--- config.mk ---
export PLATFORM = sky130hd
export DESIGN_NAME = tftp_read_receiver_top_flat
export DESIGN_NICKNAME = d
export VERILOG_FILES = /design/src/rtl/tftprr_pkg.sv /design/src/rtl/tftprr_if.sv /design/src/rtl/tftprr_front.sv /design/src/rtl/tftprr_queue.sv /design/src/rtl/tftprr_back.sv /design/src/rtl/tftp_read_receiver_top.sv /design/src/flat_wrapper.sv
export VERILOG_INCLUDE_DIRS = /design/src /design/src/rtl
export SDC_FILE = /design/constraint.sdc
export NUM_CORES = 1
export LEC_CHECK = 0
export BUFFER_PORTS_ARGS = -buffer_cell sky130_fd_sc_hd__buf_4
export CORE_MARGIN = 2
export CORE_UTILIZATION = 60
export CTS_BUF_LIST = sky130_fd_sc_hd__clkbuf_8
export DETAILED_ROUTE_END_ITERATION = 8
export HOLD_SLACK_MARGIN = 0.05
export MAX_ROUTING_LAYER = met4
export PLACE_DENSITY = 0.77
export SLEW_MARGIN = 40
export SYNTH_ARGS = -nofsm -noshare
export SYNTH_HDL_FRONTEND = slang
export SYNTH_SLANG_ARGS = --single-unit
--- constraint.sdc ---
create_clock -name clk -period 4.1 [get_ports clk]
set_input_delay 1.23 -clock clk [delete_from_list [all_inputs] [get_ports clk]]
set_output_delay 1.23 -clock clk [all_outputs]
set_load 0.005 [all_outputs]
--- src/rtl/tftp_read_receiver_top_defines.svh ---
// ----------------------------------------------------------------------------
// tftp_read_receiver_top_defines
// Assertion macros shared by the queue and back-end modules.
// ----------------------------------------------------------------------------
`ifndef TFTP_READ_RECEIVER_TOP_DEFINES_SVH
`define TFTP_READ_RECEIVER_TOP_DEFINES_SVH

`ifndef SYNTHESIS
// property checked at every clock edge outside reset
`define TFTPRR_ASSERT(label, prop, msg) \
  label: assert property (@(posedge clk) disable iff (rst) (prop)) else $error(msg);
// trigger followed in the next cycle by a consequence
`define TFTPRR_ASSERT_NEXT(label, trig, prop, msg) \
  label: assert property (@(posedge clk) disable iff (rst) (trig) |=> (prop)) else $error(msg);
`else
`define TFTPRR_ASSERT(label, prop, msg)
`define TFTPRR_ASSERT_NEXT(label, trig, prop, msg)
`endif

`endif

--- src/rtl/tftprr_pkg.sv ---
// ----------------------------------------------------------------------------
// tftprr_pkg
// Types and constants of the TFTP read receiver.
// ----------------------------------------------------------------------------
package tftprr_pkg;

  localparam int BLOCK_BYTES = 512;

  localparam int POS_W  = $clog2(BLOCK_BYTES + 5);
  localparam int DCNT_W = $clog2(BLOCK_BYTES + 1);

  localparam logic [POS_W-1:0]  POS_MAX    = POS_W'(BLOCK_BYTES + 4);
  localparam logic [POS_W-1:0]  POS_OPCODE = POS_W'(2);
  localparam logic [POS_W-1:0]  POS_HEADER = POS_W'(4);
  localparam logic [DCNT_W-1:0] DCNT_FULL  = DCNT_W'(BLOCK_BYTES);

  localparam int QDEPTH = 4;
  localparam int QPTR_W = $clog2(QDEPTH);
  localparam int QCNT_W = $clog2(QDEPTH + 1);

  localparam logic ACT_BYTE  = 1'b0;
  localparam logic ACT_BEGIN = 1'b1;

  localparam logic [15:0] OP_DATA  = 16'd3;
  localparam logic [15:0] OP_ERROR = 16'd5;
  localparam logic [7:0]  OP_ACK   = 8'd4;

  localparam logic [15:0] FIRST_BLOCK = 16'd1;

  typedef enum logic [1:0] {
    PH_ACTIVE = 2'd0,
    PH_DONE   = 2'd1,
    PH_HALTED = 2'd2
  } phase_t;

  typedef enum logic [1:0] {
    KIND_DATA   = 2'd0,
    KIND_ACK    = 2'd1,
    KIND_STATUS = 2'd2
  } kind_t;

  typedef enum logic [2:0] {
    ST_OK          = 3'd0,
    ST_DONE        = 3'd1,
    ST_WRONG_BLOCK = 3'd2,
    ST_ERROR       = 3'd3,
    ST_BAD         = 3'd4,
    ST_INACTIVE    = 3'd5
  } status_t;

  // work for the back end: an optional data byte, then at packet end an
  // optional ack and a status
  typedef struct packed {
    logic        has_data;
    logic [7:0]  data;
    logic        eop;
    logic        has_ack;
    logic [15:0] block;
    status_t     status;
  } job_t;

endpackage

--- src/rtl/tftprr_if.sv ---
// ----------------------------------------------------------------------------
// tftprr_in_if / tftprr_out_if
// Valid/ready channels for received bytes and for results.
// ----------------------------------------------------------------------------
interface tftprr_in_if;
  logic       valid;
  logic       ready;
  logic       action;
  logic [7:0] packet_byte;
  logic       end_of_packet;

  modport source (output valid, action, packet_byte, end_of_packet, input ready);
  modport sink (input valid, action, packet_byte, end_of_packet, output ready);
endinterface

interface tftprr_out_if;
  logic       valid;
  logic       ready;
  logic [1:0] kind;
  logic [7:0] out_byte;
  logic [2:0] status;
  logic       last_of_run;

  modport source (output valid, kind, out_byte, status, last_of_run, input ready);
  modport sink (input valid, kind, out_byte, status, last_of_run, output ready);
endinterface

--- src/rtl/tftprr_front.sv ---
// ----------------------------------------------------------------------------
// tftprr_front
// Parses packet bytes, tracks the transfer and queues work for the back end.
// ----------------------------------------------------------------------------
module tftprr_front (
  input  logic               clk,
  input  logic               rst,
  tftprr_in_if.sink          in_ch,
  input  logic               q_full,
  output logic               push,
  output tftprr_pkg::job_t   job
);
  import tftprr_pkg::*;

  phase_t             phase, phase_next;
  logic [15:0]        expected_block;
  logic [POS_W-1:0]   byte_position;
  logic [15:0]        opcode_seen;
  logic [15:0]        block_seen;
  logic [DCNT_W-1:0]  data_count;

  logic               acc;
  logic [POS_W-1:0]   pos_n;
  logic [15:0]        op_n;
  logic [15:0]        blk_n;
  logic [DCNT_W-1:0]  dc_n;
  logic               fwd;
  status_t            pkt_status;
  logic               send_ack;
  logic               halt;
  logic               finish;
  logic               bump;

  assign in_ch.ready = !q_full;
  assign acc = in_ch.valid && in_ch.ready;

  // absorb the byte and classify the packet as it would stand at its end
  always_comb begin
    op_n       = opcode_seen;
    blk_n      = block_seen;
    dc_n       = data_count;
    fwd        = 1'b0;
    pkt_status = ST_OK;
    send_ack   = 1'b0;
    halt       = 1'b0;
    finish     = 1'b0;
    bump       = 1'b0;
    if (byte_position < POS_OPCODE) begin
      op_n = {opcode_seen[7:0], in_ch.packet_byte};
    end else if (byte_position < POS_HEADER) begin
      blk_n = {block_seen[7:0], in_ch.packet_byte};
    end else if (opcode_seen == OP_DATA && block_seen == expected_block &&
                 data_count < DCNT_FULL) begin
      fwd  = 1'b1;
      dc_n = data_count + DCNT_W'(1);
    end
    pos_n = (byte_position < POS_MAX) ? byte_position + POS_W'(1) : byte_position;

    if (pos_n < POS_OPCODE) begin
      pkt_status = ST_BAD;
    end else if (op_n == OP_ERROR) begin
      pkt_status = ST_ERROR;
      halt       = 1'b1;
    end else if (op_n != OP_DATA) begin
      pkt_status = ST_BAD;
      halt       = 1'b1;
    end else if (pos_n < POS_HEADER) begin
      pkt_status = ST_BAD;
    end else if (blk_n != expected_block) begin
      pkt_status = ST_WRONG_BLOCK;
    end else begin
      send_ack = 1'b1;
      if (dc_n < DCNT_FULL) begin
        pkt_status = ST_DONE;
        finish     = 1'b1;
      end else begin
        pkt_status = ST_OK;
        bump       = 1'b1;
      end
    end
  end

  // transfer phase
  always_comb begin
    phase_next = phase;
    if (acc) begin
      if (in_ch.action == ACT_BEGIN) begin
        phase_next = PH_ACTIVE;
      end else begin
        unique case (phase)
          PH_ACTIVE: begin
            if (in_ch.end_of_packet && halt) begin
              phase_next = PH_HALTED;
            end else if (in_ch.end_of_packet && finish) begin
              phase_next = PH_DONE;
            end
          end
          PH_DONE:   phase_next = PH_DONE;
          PH_HALTED: phase_next = PH_HALTED;
          default:   phase_next = PH_HALTED;
        endcase
      end
    end
  end

  // work handed to the back end
  always_comb begin
    push         = 1'b0;
    job.has_data = fwd;
    job.data     = in_ch.packet_byte;
    job.eop      = in_ch.end_of_packet;
    job.has_ack  = in_ch.end_of_packet && send_ack;
    job.block    = expected_block;
    job.status   = pkt_status;
    if (acc && in_ch.action == ACT_BYTE) begin
      if (phase != PH_ACTIVE) begin
        push         = in_ch.end_of_packet;
        job.has_data = 1'b0;
        job.has_ack  = 1'b0;
        job.status   = ST_INACTIVE;
      end else begin
        push = fwd || in_ch.end_of_packet;
      end
    end
  end

  always_ff @(posedge clk) begin
    if (rst) begin
      phase          <= PH_ACTIVE;
      expected_block <= FIRST_BLOCK;
      byte_position  <= '0;
      opcode_seen    <= '0;
      block_seen     <= '0;
      data_count     <= '0;
    end else begin
      phase <= phase_next;
      if (acc) begin
        if (in_ch.action == ACT_BEGIN) begin
          expected_block <= FIRST_BLOCK;
          byte_position  <= '0;
          opcode_seen    <= '0;
          block_seen     <= '0;
          data_count     <= '0;
        end else if (phase != PH_ACTIVE || in_ch.end_of_packet) begin
          if (in_ch.end_of_packet) begin
            byte_position <= '0;
            opcode_seen   <= '0;
            block_seen    <= '0;
            data_count    <= '0;
          end
          if (phase == PH_ACTIVE && in_ch.end_of_packet && bump) begin
            expected_block <= expected_block + 16'd1;
          end
        end else begin
          byte_position <= pos_n;
          opcode_seen   <= op_n;
          block_seen    <= blk_n;
          data_count    <= dc_n;
        end
      end
    end
  end

endmodule

--- src/rtl/tftprr_queue.sv ---
// ----------------------------------------------------------------------------
// tftprr_queue
// Short job queue between the front and back ends.
// ----------------------------------------------------------------------------
`include "tftp_read_receiver_top_defines.svh"

module tftprr_queue (
  input  logic             clk,
  input  logic             rst,
  input  logic             push,
  input  tftprr_pkg::job_t push_job,
  output logic             full,
  input  logic             pop,
  output tftprr_pkg::job_t head,
  output logic             empty
);
  import tftprr_pkg::*;

  job_t              slots [QDEPTH];
  logic [QPTR_W-1:0] wr_ptr;
  logic [QPTR_W-1:0] rd_ptr;
  logic [QCNT_W-1:0] count;

  assign full  = (count == QCNT_W'(QDEPTH));
  assign empty = (count == '0);
  assign head  = slots[rd_ptr];

  always_ff @(posedge clk) begin
    if (push) begin
      slots[wr_ptr] <= push_job;
    end
  end

  always_ff @(posedge clk) begin
    if (rst) begin
      wr_ptr <= '0;
      rd_ptr <= '0;
      count  <= '0;
    end else begin
      if (push) begin
        wr_ptr <= wr_ptr + QPTR_W'(1);
      end
      if (pop) begin
        rd_ptr <= rd_ptr + QPTR_W'(1);
      end
      if (push && !pop) begin
        count <= count + QCNT_W'(1);
      end else if (pop && !push) begin
        count <= count - QCNT_W'(1);
      end
    end
  end

  `TFTPRR_ASSERT(a_no_overflow, !(push && full), "push into a full queue")
  `TFTPRR_ASSERT(a_no_underflow, !(pop && empty), "pop from an empty queue")
  `TFTPRR_ASSERT_NEXT(a_count_up, push && !pop, count == $past(count) + QCNT_W'(1),
    "queue count did not grow on push")
endmodule

--- src/rtl/tftprr_back.sv ---
// ----------------------------------------------------------------------------
// tftprr_back
// Expands queued jobs into result beats through an output register.
// ----------------------------------------------------------------------------
`include "tftp_read_receiver_top_defines.svh"

module tftprr_back (
  input  logic             clk,
  input  logic             rst,
  input  tftprr_pkg::job_t head,
  input  logic             empty,
  output logic             pop,
  tftprr_out_if.source     out_ch
);
  import tftprr_pkg::*;

  localparam logic [2:0] STEP_DATA   = 3'd0;
  localparam logic [2:0] STEP_ACK0   = 3'd1;
  localparam logic [2:0] STEP_ACK1   = 3'd2;
  localparam logic [2:0] STEP_ACK2   = 3'd3;
  localparam logic [2:0] STEP_ACK3   = 3'd4;
  localparam logic [2:0] STEP_STATUS = 3'd5;

  logic [2:0] step;
  logic [2:0] cur;
  logic       last_res;
  logic       load;
  kind_t      res_kind;
  logic [7:0] res_byte;
  status_t    res_status;

  logic       out_valid;
  logic [1:0] out_kind;
  logic [7:0] out_byte_q;
  logic [2:0] out_status;
  logic       out_last;

  // skip parts of the job that are absent
  always_comb begin
    cur = step;
    if (cur == STEP_DATA && !head.has_data) begin
      cur = STEP_ACK0;
    end
    if (cur >= STEP_ACK0 && cur <= STEP_ACK3 && !head.has_ack) begin
      cur = STEP_STATUS;
    end
    last_res = (cur == STEP_STATUS) || (cur == STEP_DATA && !head.eop);
  end

  always_comb begin
    res_kind   = KIND_ACK;
    res_byte   = 8'd0;
    res_status = ST_OK;
    case (cur)
      STEP_DATA: begin
        res_kind = KIND_DATA;
        res_byte = head.data;
      end
      STEP_ACK0: res_byte = 8'd0;
      STEP_ACK1: res_byte = OP_ACK;
      STEP_ACK2: res_byte = head.block[15:8];
      STEP_ACK3: res_byte = head.block[7:0];
      default: begin
        res_kind   = KIND_STATUS;
        res_status = head.status;
      end
    endcase
  end

  assign load = (!out_valid || out_ch.ready) && !empty;
  assign pop  = load && last_res;

  always_ff @(posedge clk) begin
    if (rst) begin
      step      <= STEP_DATA;
      out_valid <= 1'b0;
    end else begin
      if (load) begin
        step      <= last_res ? STEP_DATA : cur + 3'd1;
        out_valid <= 1'b1;
      end else if (out_ch.ready) begin
        out_valid <= 1'b0;
      end
    end
  end

  always_ff @(posedge clk) begin
    if (load) begin
      out_kind   <= res_kind;
      out_byte_q <= res_byte;
      out_status <= res_status;
      out_last   <= last_res;
    end
  end

  assign out_ch.valid       = out_valid;
  assign out_ch.kind        = out_kind;
  assign out_ch.out_byte    = out_byte_q;
  assign out_ch.status      = out_status;
  assign out_ch.last_of_run = out_last;

  `TFTPRR_ASSERT(a_step_range, step <= STEP_STATUS, "step past the status beat")
  `TFTPRR_ASSERT_NEXT(a_pop_restarts, pop, step == STEP_DATA,
    "step not rewound after a finished job")
  `TFTPRR_ASSERT_NEXT(a_status_last, load && cur == STEP_STATUS,
    out_ch.last_of_run && out_ch.valid, "status beat not marked last")
endmodule

--- src/rtl/tftp_read_receiver_top.sv ---
// ----------------------------------------------------------------------------
// tftp_read_receiver_top
// Receive side of an octet-mode TFTP read transfer.
// ----------------------------------------------------------------------------
// in_ch carries one received packet byte per beat with an end_of_packet flag,
// or a begin action that restarts the transfer expecting block 1.
// out_ch carries results: file data bytes of the expected block, the four
// ack bytes at the end of an accepted block, and one status per packet end;
// last_of_run marks the final result caused by one input beat.
// An accepted beat is written into the job queue, and its results are
// then loaded into the output register. Throughput: one input beat per cycle
// while in_ch.ready is high. Data bytes give one result each; a packet end
// gives up to six, one per cycle from the output stage while out_ch is ready.
// A four-entry job queue between parser and output stage absorbs these
// bursts; in_ch.ready drops only while that queue is full.
// Reset: expects block 1, transfer active, queue empty, no result pending.
// When the receiver stalls out_ch, the current result holds in the output
// register, the queue fills and then in_ch is held off.
// ----------------------------------------------------------------------------
module tftp_read_receiver_top (
  input  logic         clk,
  input  logic         rst,
  tftprr_in_if.sink    in_ch,
  tftprr_out_if.source out_ch
);
  import tftprr_pkg::*;

  logic push;
  logic pop;
  logic q_full;
  logic q_empty;
  job_t push_job;
  job_t head;

  tftprr_front u_front (
    .clk    (clk),
    .rst    (rst),
    .in_ch  (in_ch),
    .q_full (q_full),
    .push   (push),
    .job    (push_job)
  );

  tftprr_queue u_queue (
    .clk      (clk),
    .rst      (rst),
    .push     (push),
    .push_job (push_job),
    .full     (q_full),
    .pop      (pop),
    .head     (head),
    .empty    (q_empty)
  );

  tftprr_back u_back (
    .clk    (clk),
    .rst    (rst),
    .head   (head),
    .empty  (q_empty),
    .pop    (pop),
    .out_ch (out_ch)
  );

endmodule
--- src/flat_wrapper.sv ---
// flat-port wrapper written by rule: the top's interface ports become plain ports
module tftp_read_receiver_top_flat import tftprr_pkg::*;
  (clk, rst, in_ch_valid, in_ch_action, in_ch_packet_byte, in_ch_end_of_packet, in_ch_ready, out_ch_valid, out_ch_kind, out_ch_out_byte, out_ch_status, out_ch_last_of_run, out_ch_ready);
  tftprr_in_if in_ch_i ();
  tftprr_out_if out_ch_i ();
  input  logic clk;
  input  logic rst;
  input wire logic [$bits(in_ch_i.valid)-1:0] in_ch_valid;
  input wire logic [$bits(in_ch_i.action)-1:0] in_ch_action;
  input wire logic [$bits(in_ch_i.packet_byte)-1:0] in_ch_packet_byte;
  input wire logic [$bits(in_ch_i.end_of_packet)-1:0] in_ch_end_of_packet;
  output wire logic [$bits(in_ch_i.ready)-1:0] in_ch_ready;
  output wire logic [$bits(out_ch_i.valid)-1:0] out_ch_valid;
  output wire logic [$bits(out_ch_i.kind)-1:0] out_ch_kind;
  output wire logic [$bits(out_ch_i.out_byte)-1:0] out_ch_out_byte;
  output wire logic [$bits(out_ch_i.status)-1:0] out_ch_status;
  output wire logic [$bits(out_ch_i.last_of_run)-1:0] out_ch_last_of_run;
  input wire logic [$bits(out_ch_i.ready)-1:0] out_ch_ready;
  assign in_ch_i.valid = in_ch_valid;
  assign in_ch_i.action = in_ch_action;
  assign in_ch_i.packet_byte = in_ch_packet_byte;
  assign in_ch_i.end_of_packet = in_ch_end_of_packet;
  assign in_ch_ready = in_ch_i.ready;
  assign out_ch_valid = out_ch_i.valid;
  assign out_ch_kind = out_ch_i.kind;
  assign out_ch_out_byte = out_ch_i.out_byte;
  assign out_ch_status = out_ch_i.status;
  assign out_ch_last_of_run = out_ch_i.last_of_run;
  assign out_ch_i.ready = out_ch_ready;
  tftp_read_receiver_top u_core (.clk(clk), .rst(rst), .in_ch(in_ch_i), .out_ch(out_ch_i));
endmodule
# Word level (Yosys, flattened, before mapping)
# Memory sizes are Yosys's and may differ from the RTL's. A register that Yosys moved wholly into a read port is not among the register bits.
# Cells that the tools add are included.
word_totals:
  regBits: 95
  mem_bits_rw: 120
  inputBits: 14
  output_inout_bits: 16
  word_cells: 165
  n_memories: 1
mem_list:
  columns: ["memory", "words", "width", "rd", "rd_clocked_by_memory_dff", "write_ports", "line_no", "text"]
  rows:
  - ["u_core.u_queue.slots", 4, 30, 1, 1, 1, "tftprr_queue.sv:19", "job_t slots [QDEPTH];"]
classes:
  n_addsub: 8
  magnitude_cmp: 9
  eq_ne: 14
  n_mux: 74
  bitwise: 1
  reduce_logical: 43
op_table:
  columns: ["operator", "count"]
  rows:
  - ["16-bit 2-to-1 mux", 11]
  - ["10-bit 2-to-1 mux", 9]
  - ["1-bit 2-to-1 mux", 34]
  - ["3-bit 2-to-1 mux", 11]
  - ["8-bit case mux with 4 select lines", 1]
  - ["10-bit < comparator, second input constant", 3]
  - ["10-bit by 1-bit adder with 10-bit output, second input constant", 2]
  - ["10-bit by 2-bit < comparator with 1-bit output, second input constant", 2]
  - ["10-bit by 3-bit < comparator with 1-bit output, second input constant", 2]
  - ["1-bit logical AND", 17]
  - ["16-bit by 1-bit adder with 16-bit output, second input constant", 1]
  - ["16-bit == test", 1]
  - ["16-bit by 2-bit == test with 1-bit output, second input constant", 1]
  - ["16-bit by 3-bit == test with 1-bit output, second input constant", 1]
  - ["16-bit != test", 1]
  - ["16-bit by 2-bit != test with 1-bit output, second input constant", 1]
  - ["2-bit 2-to-1 mux", 6]
  - ["2-bit nonzero test", 5]
  - ["3-bit == test, second input constant", 3]
  - ["3-bit logical NOT", 3]
  - ["1-bit logical NOT", 8]
  - ["2-bit case mux with 2 select lines", 2]
  - ["3-bit by 1-bit adder with 3-bit output, second input constant", 2]
  - ["3-bit by 2-bit == test with 1-bit output, second input constant", 2]
  - ["other kinds (15)", 20]

# Logic depth before layout (Yosys ltp)
logic_depth:
  ltp_word: 18
  ltp_mapped: 16
  mapped_depth_nobuf: 15

# By module
# A second synthesis with hierarchy kept.
unflattened:
  cells_unflattened: 811
  hier_area_um2: 9823.2
by_module_without_submodules:
  columns: ["mod", "n_inst", "cells_each", "area_each_um2"]
  rows:
  - ["tftprr_queue", 1, 200, 4757.1]
  - ["tftprr_front", 1, 514, 4062.6]
  - ["tftprr_back", 1, 97, 1003.5]

# Worst setup path after synthesis
# Ideal clock, no wire load.
synth_path:
  path_type: "register -> register"
  from: "register (tool-made name)"
  to: "register u_core.u_queue.count[2]"
  setup_ns: 0.071
  arrival_ns: 3.664
  required_time_ns: 4.029
  setup_slack_ns: 0.365
  path_stages_with_launch: 16
  n_path_buf: 1
  synth_period_minus_slack_ns: 3.735
  cell_sequence: "dfxtp_1 > buf_2 > mux4_2 > nor2b_1 > a211oi_1 > a211oi_1 > ha_1 > inv_1 > o41ai_1 > nand2_1 > ha_1 > inv_1 > fa_1 > xor2_1 > or3_1 > a21oi_1"
synth_lines:
  columns: ["item", "line_no", "text"]
  rows:
  - ["end signal: assignment", "tftprr_queue.sv:47", "count <= count + QCNT_W'(1);"]
  - ["end signal: assignment", "tftprr_queue.sv:49", "count <= count - QCNT_W'(1);"]
  - ["end: declaration", "tftprr_queue.sv:22", "logic [QCNT_W-1:0] count;"]

==> out/qor.csv <==
metric,value,unit
clock-sinks,217,
drive_gt1_share,16.4,%
p_leak,3.82,nW
ys.flop_type,edfxtp_1,
required,4.54,ns
fillCellCount,1126,
num_antenna_cells,0,
cp-end-kind,flip-flop,
vias,6910,
final_nets,917,
rows,46,
critPathTopFamily,adder cells,
r2r_setup_slack,0.54,ns
ioPinCount,30,
ys_ff_latch,217,
rsz0062_at_grt,false,
drv_cap,0,
place_congestion,0.938,
period_share,86.7,%
io_buffers,29,
ys_top_cells_by_area,"edfxtp_1 41%, dfxtp_1 17%, nor2_1 4.0%, mux4_2 3.2%, xnor2_1 3.2%",
fin_crit,3.56,ns
synth_top_area_cell,edfxtp_1,
grt_use_total,24.7,%
fmax,0.281,GHz
die_area,17400,um^2
area_growth,12.0,%
drcViolationCount,0,
synth_common_cells,"134 x edfxtp_1, 105 x nor2_1, 83 x dfxtp_1, 47 x nand2_1, 39 x a22oi_1",
synthDistinctLibCells,66,
maxSlewViolCount,0,
syn_area,9840,um^2
die_w,132,um
synth_fp_nets,866,
stdcell_area,11000,um^2
via_per_inst,6.11,
cts.repair.resized,0,
peakVddDrop,292,uV
clockRootBuffer,clkbuf_8,
path_depth,15,
startpoint_type,flip-flop,
core_area,15900,um^2
hpwl,14.2,mm
status,finished clean,
yosysTopAreaCellShare,40.9,%
slowest_delay,0.52,ns
holdBufCountCts,0,
finalSetupViolations,0,
crit_chain,"mux4_2, nor2b_1, a211oi_1, a211oi_1, ha_1, inv_1, o41ai_1, buf_4, nand2_1, ha_1, inv_1, fa_1, xor2_1, or3_1, a21oi_1",
grt_pass1_vias,6750,
clock_path_buffers,3,
slowest_stage,mux4_2,
insertion_delay,0.51,ns
numCtsBuffers,36,
synth.most_common_cell,edfxtp_1,
grt_max_degree,65,
initial_utilization,61.7,%
critPathMaxFanout,6,
worst-path-buf-inv,3,
synth_edf_count,134,
grt_pass1_wl,33.8,mm
post_drt_wl_per_cell,18.4,um
place_area,10400,um^2
fp.dieH,132,um
setup-tns-final,0,ns
worstMarginPinSlew,0.765,ns
slew_headroom,49.0,%
syn_inst,837,
critPathCapture,u_core.u_queue.count[2],
fin_skew,0.0157,ns
clk_pin_slew,0.06,ns
crit_arrival,4.00,ns
r2r_cells,15,
grt.overflow.total,0,
antenna_found_initial,0,
drt_wl_total,20.9,mm
post-route-util,69.1,%
hp-class,reg -> reg,
cts-htree-levels,2,
power_density,524,nW/um^2
drtIter0Drc,594,
rr_endpoint,u_core.u_queue.count[2],
hold_viol_final,0,
post-cts-setup-buffer-count,0,
drtPass1Iterations,5,
cts_tree,yes,
ys_seq_area_share,57.8,%
crit_type,reg -> reg,
synth_area_per_cell,11.8,um^2
yosysWarnings,0,
ant_nets,0,
synthArstFlopShare,0,%
## routing by layer
metal	vias up	global-route usage (%)	wire length, um
li1	3241	-	-
met1	3329	30.8	8760
met2	286	41.4	10200
met3	54	4.58	1400
met4	0	7.25	469
met5	-	-	0
## logic make-up after synthesis
kind of cell / Yosys count / share of synthesized area, %
simple gates: 291 / 15.3
flops: 217 / 57.8
compound gates: 155 / 10.8
buf+inv: 59 / 2.51
mux: 59 / 8.00
xor+xnor: 41 / 3.65
fa+ha+maj: 15 / 1.98
## sequential cells by signal, summed over array words and instances, names as in the netlist, 3 cells and up, named ones only
| signal | cells |
|---|---|
| u_core.u_front.expected_block | 16 |
| u_core.u_front.byte_position | 10 |
| u_core.u_back.step | 3 |
| u_core.u_front.block_seen | 16 |
| u_core.u_queue.count | 3 |
| u_core.u_queue.slots | 120 |
| u_core.u_back.out_ch.out_byte | 8 |
| u_core.u_front.opcode_seen | 16 |
| u_core.u_back.out_ch.status | 3 |
| u_core.u_front.data_count | 10 |
## area by class of cell
cell class	instances	area (um^2)	share of cell area [%]
flip-flops and latches	217	5690	51.6
multi-input cells	561	3920	35.6
clock buffers	37	509	4.62
repair buffers	58	435	3.95
well taps	216	270	2.45
clock inverters	28	143	1.30
inverters	14	52.6	0.477
## worst min path at each step
stage	to	startpoint	cells past startpoint
after global placement	u_core.u_back.out_ch.valid	u_core.u_back.out_ch.valid	2
final	u_core.u_back.out_ch.valid	u_core.u_back.out_ch.valid	2
after global routing	u_core.u_front.data_count[8]	u_core.u_front.data_count[8]	1
after CTS	u_core.u_front.data_count[8]	u_core.u_front.data_count[8]	1
after floorplan	u_core.u_front.data_count[8]	u_core.u_front.data_count[8]	1
after detailed placement	u_core.u_front.data_count[8]	u_core.u_front.data_count[8]	1
## stage by stage
step / hold WS (ns) / total power (W) / worst slack (ns) / std cells
floorplan: 0.448 / 0.00361 / 0.365 / 837
global placement: 0.458 / 0.00405 / 0.585 / 1066
detailed placement: 0.475 / 0.00411 / 0.489 / 1066
CTS: 0.485 / 0.00582 / 0.535 / 1131
global route: 0.515 / 0.00605 / 0.209 / 1131
finish: 0.488 / 0.00578 / 0.544 / 1131
## where the power goes
part           switching (W)  internal (W)
registers          0.0000908       0.00252
logic               0.000841      0.000611
clock network       0.000807      0.000903
## tightest hold or removal path, stage by stage, from the launching register on
cell	delay [ns]
dfxtp_1	0.33
nand2_1	0.06
a21oi_1	0.05
## cells in the final DEF, fill, tap and decap left out, types with 4 or more instances in the layout
master / count
nand3_1: 15
mux2_2: 17
o21ai_0: 21
nand2b_1: 11
xor2_1: 5
ha_1: 14
clkbuf_8: 37
mux4_2: 14
dfxtp_1: 82
nor4_1: 9
and3_1: 14
nor2b_1: 7
xnor2_1: 36
inv_1: 30
a211oi_1: 5
and4_1: 7
or3_1: 4
nand4_1: 27
mux2i_1: 28
edfxtp_1: 134
o21ai_1: 6
nor3_1: 15
a21o_1: 4
a22oi_1: 39
a311oi_1: 7
a21oi_1: 35
nor2_1: 105
clkinv_1: 7
o211ai_1: 9
and2_1: 9
buf_4: 58
nand2_1: 47
Power figures use the tool's default switching activity.
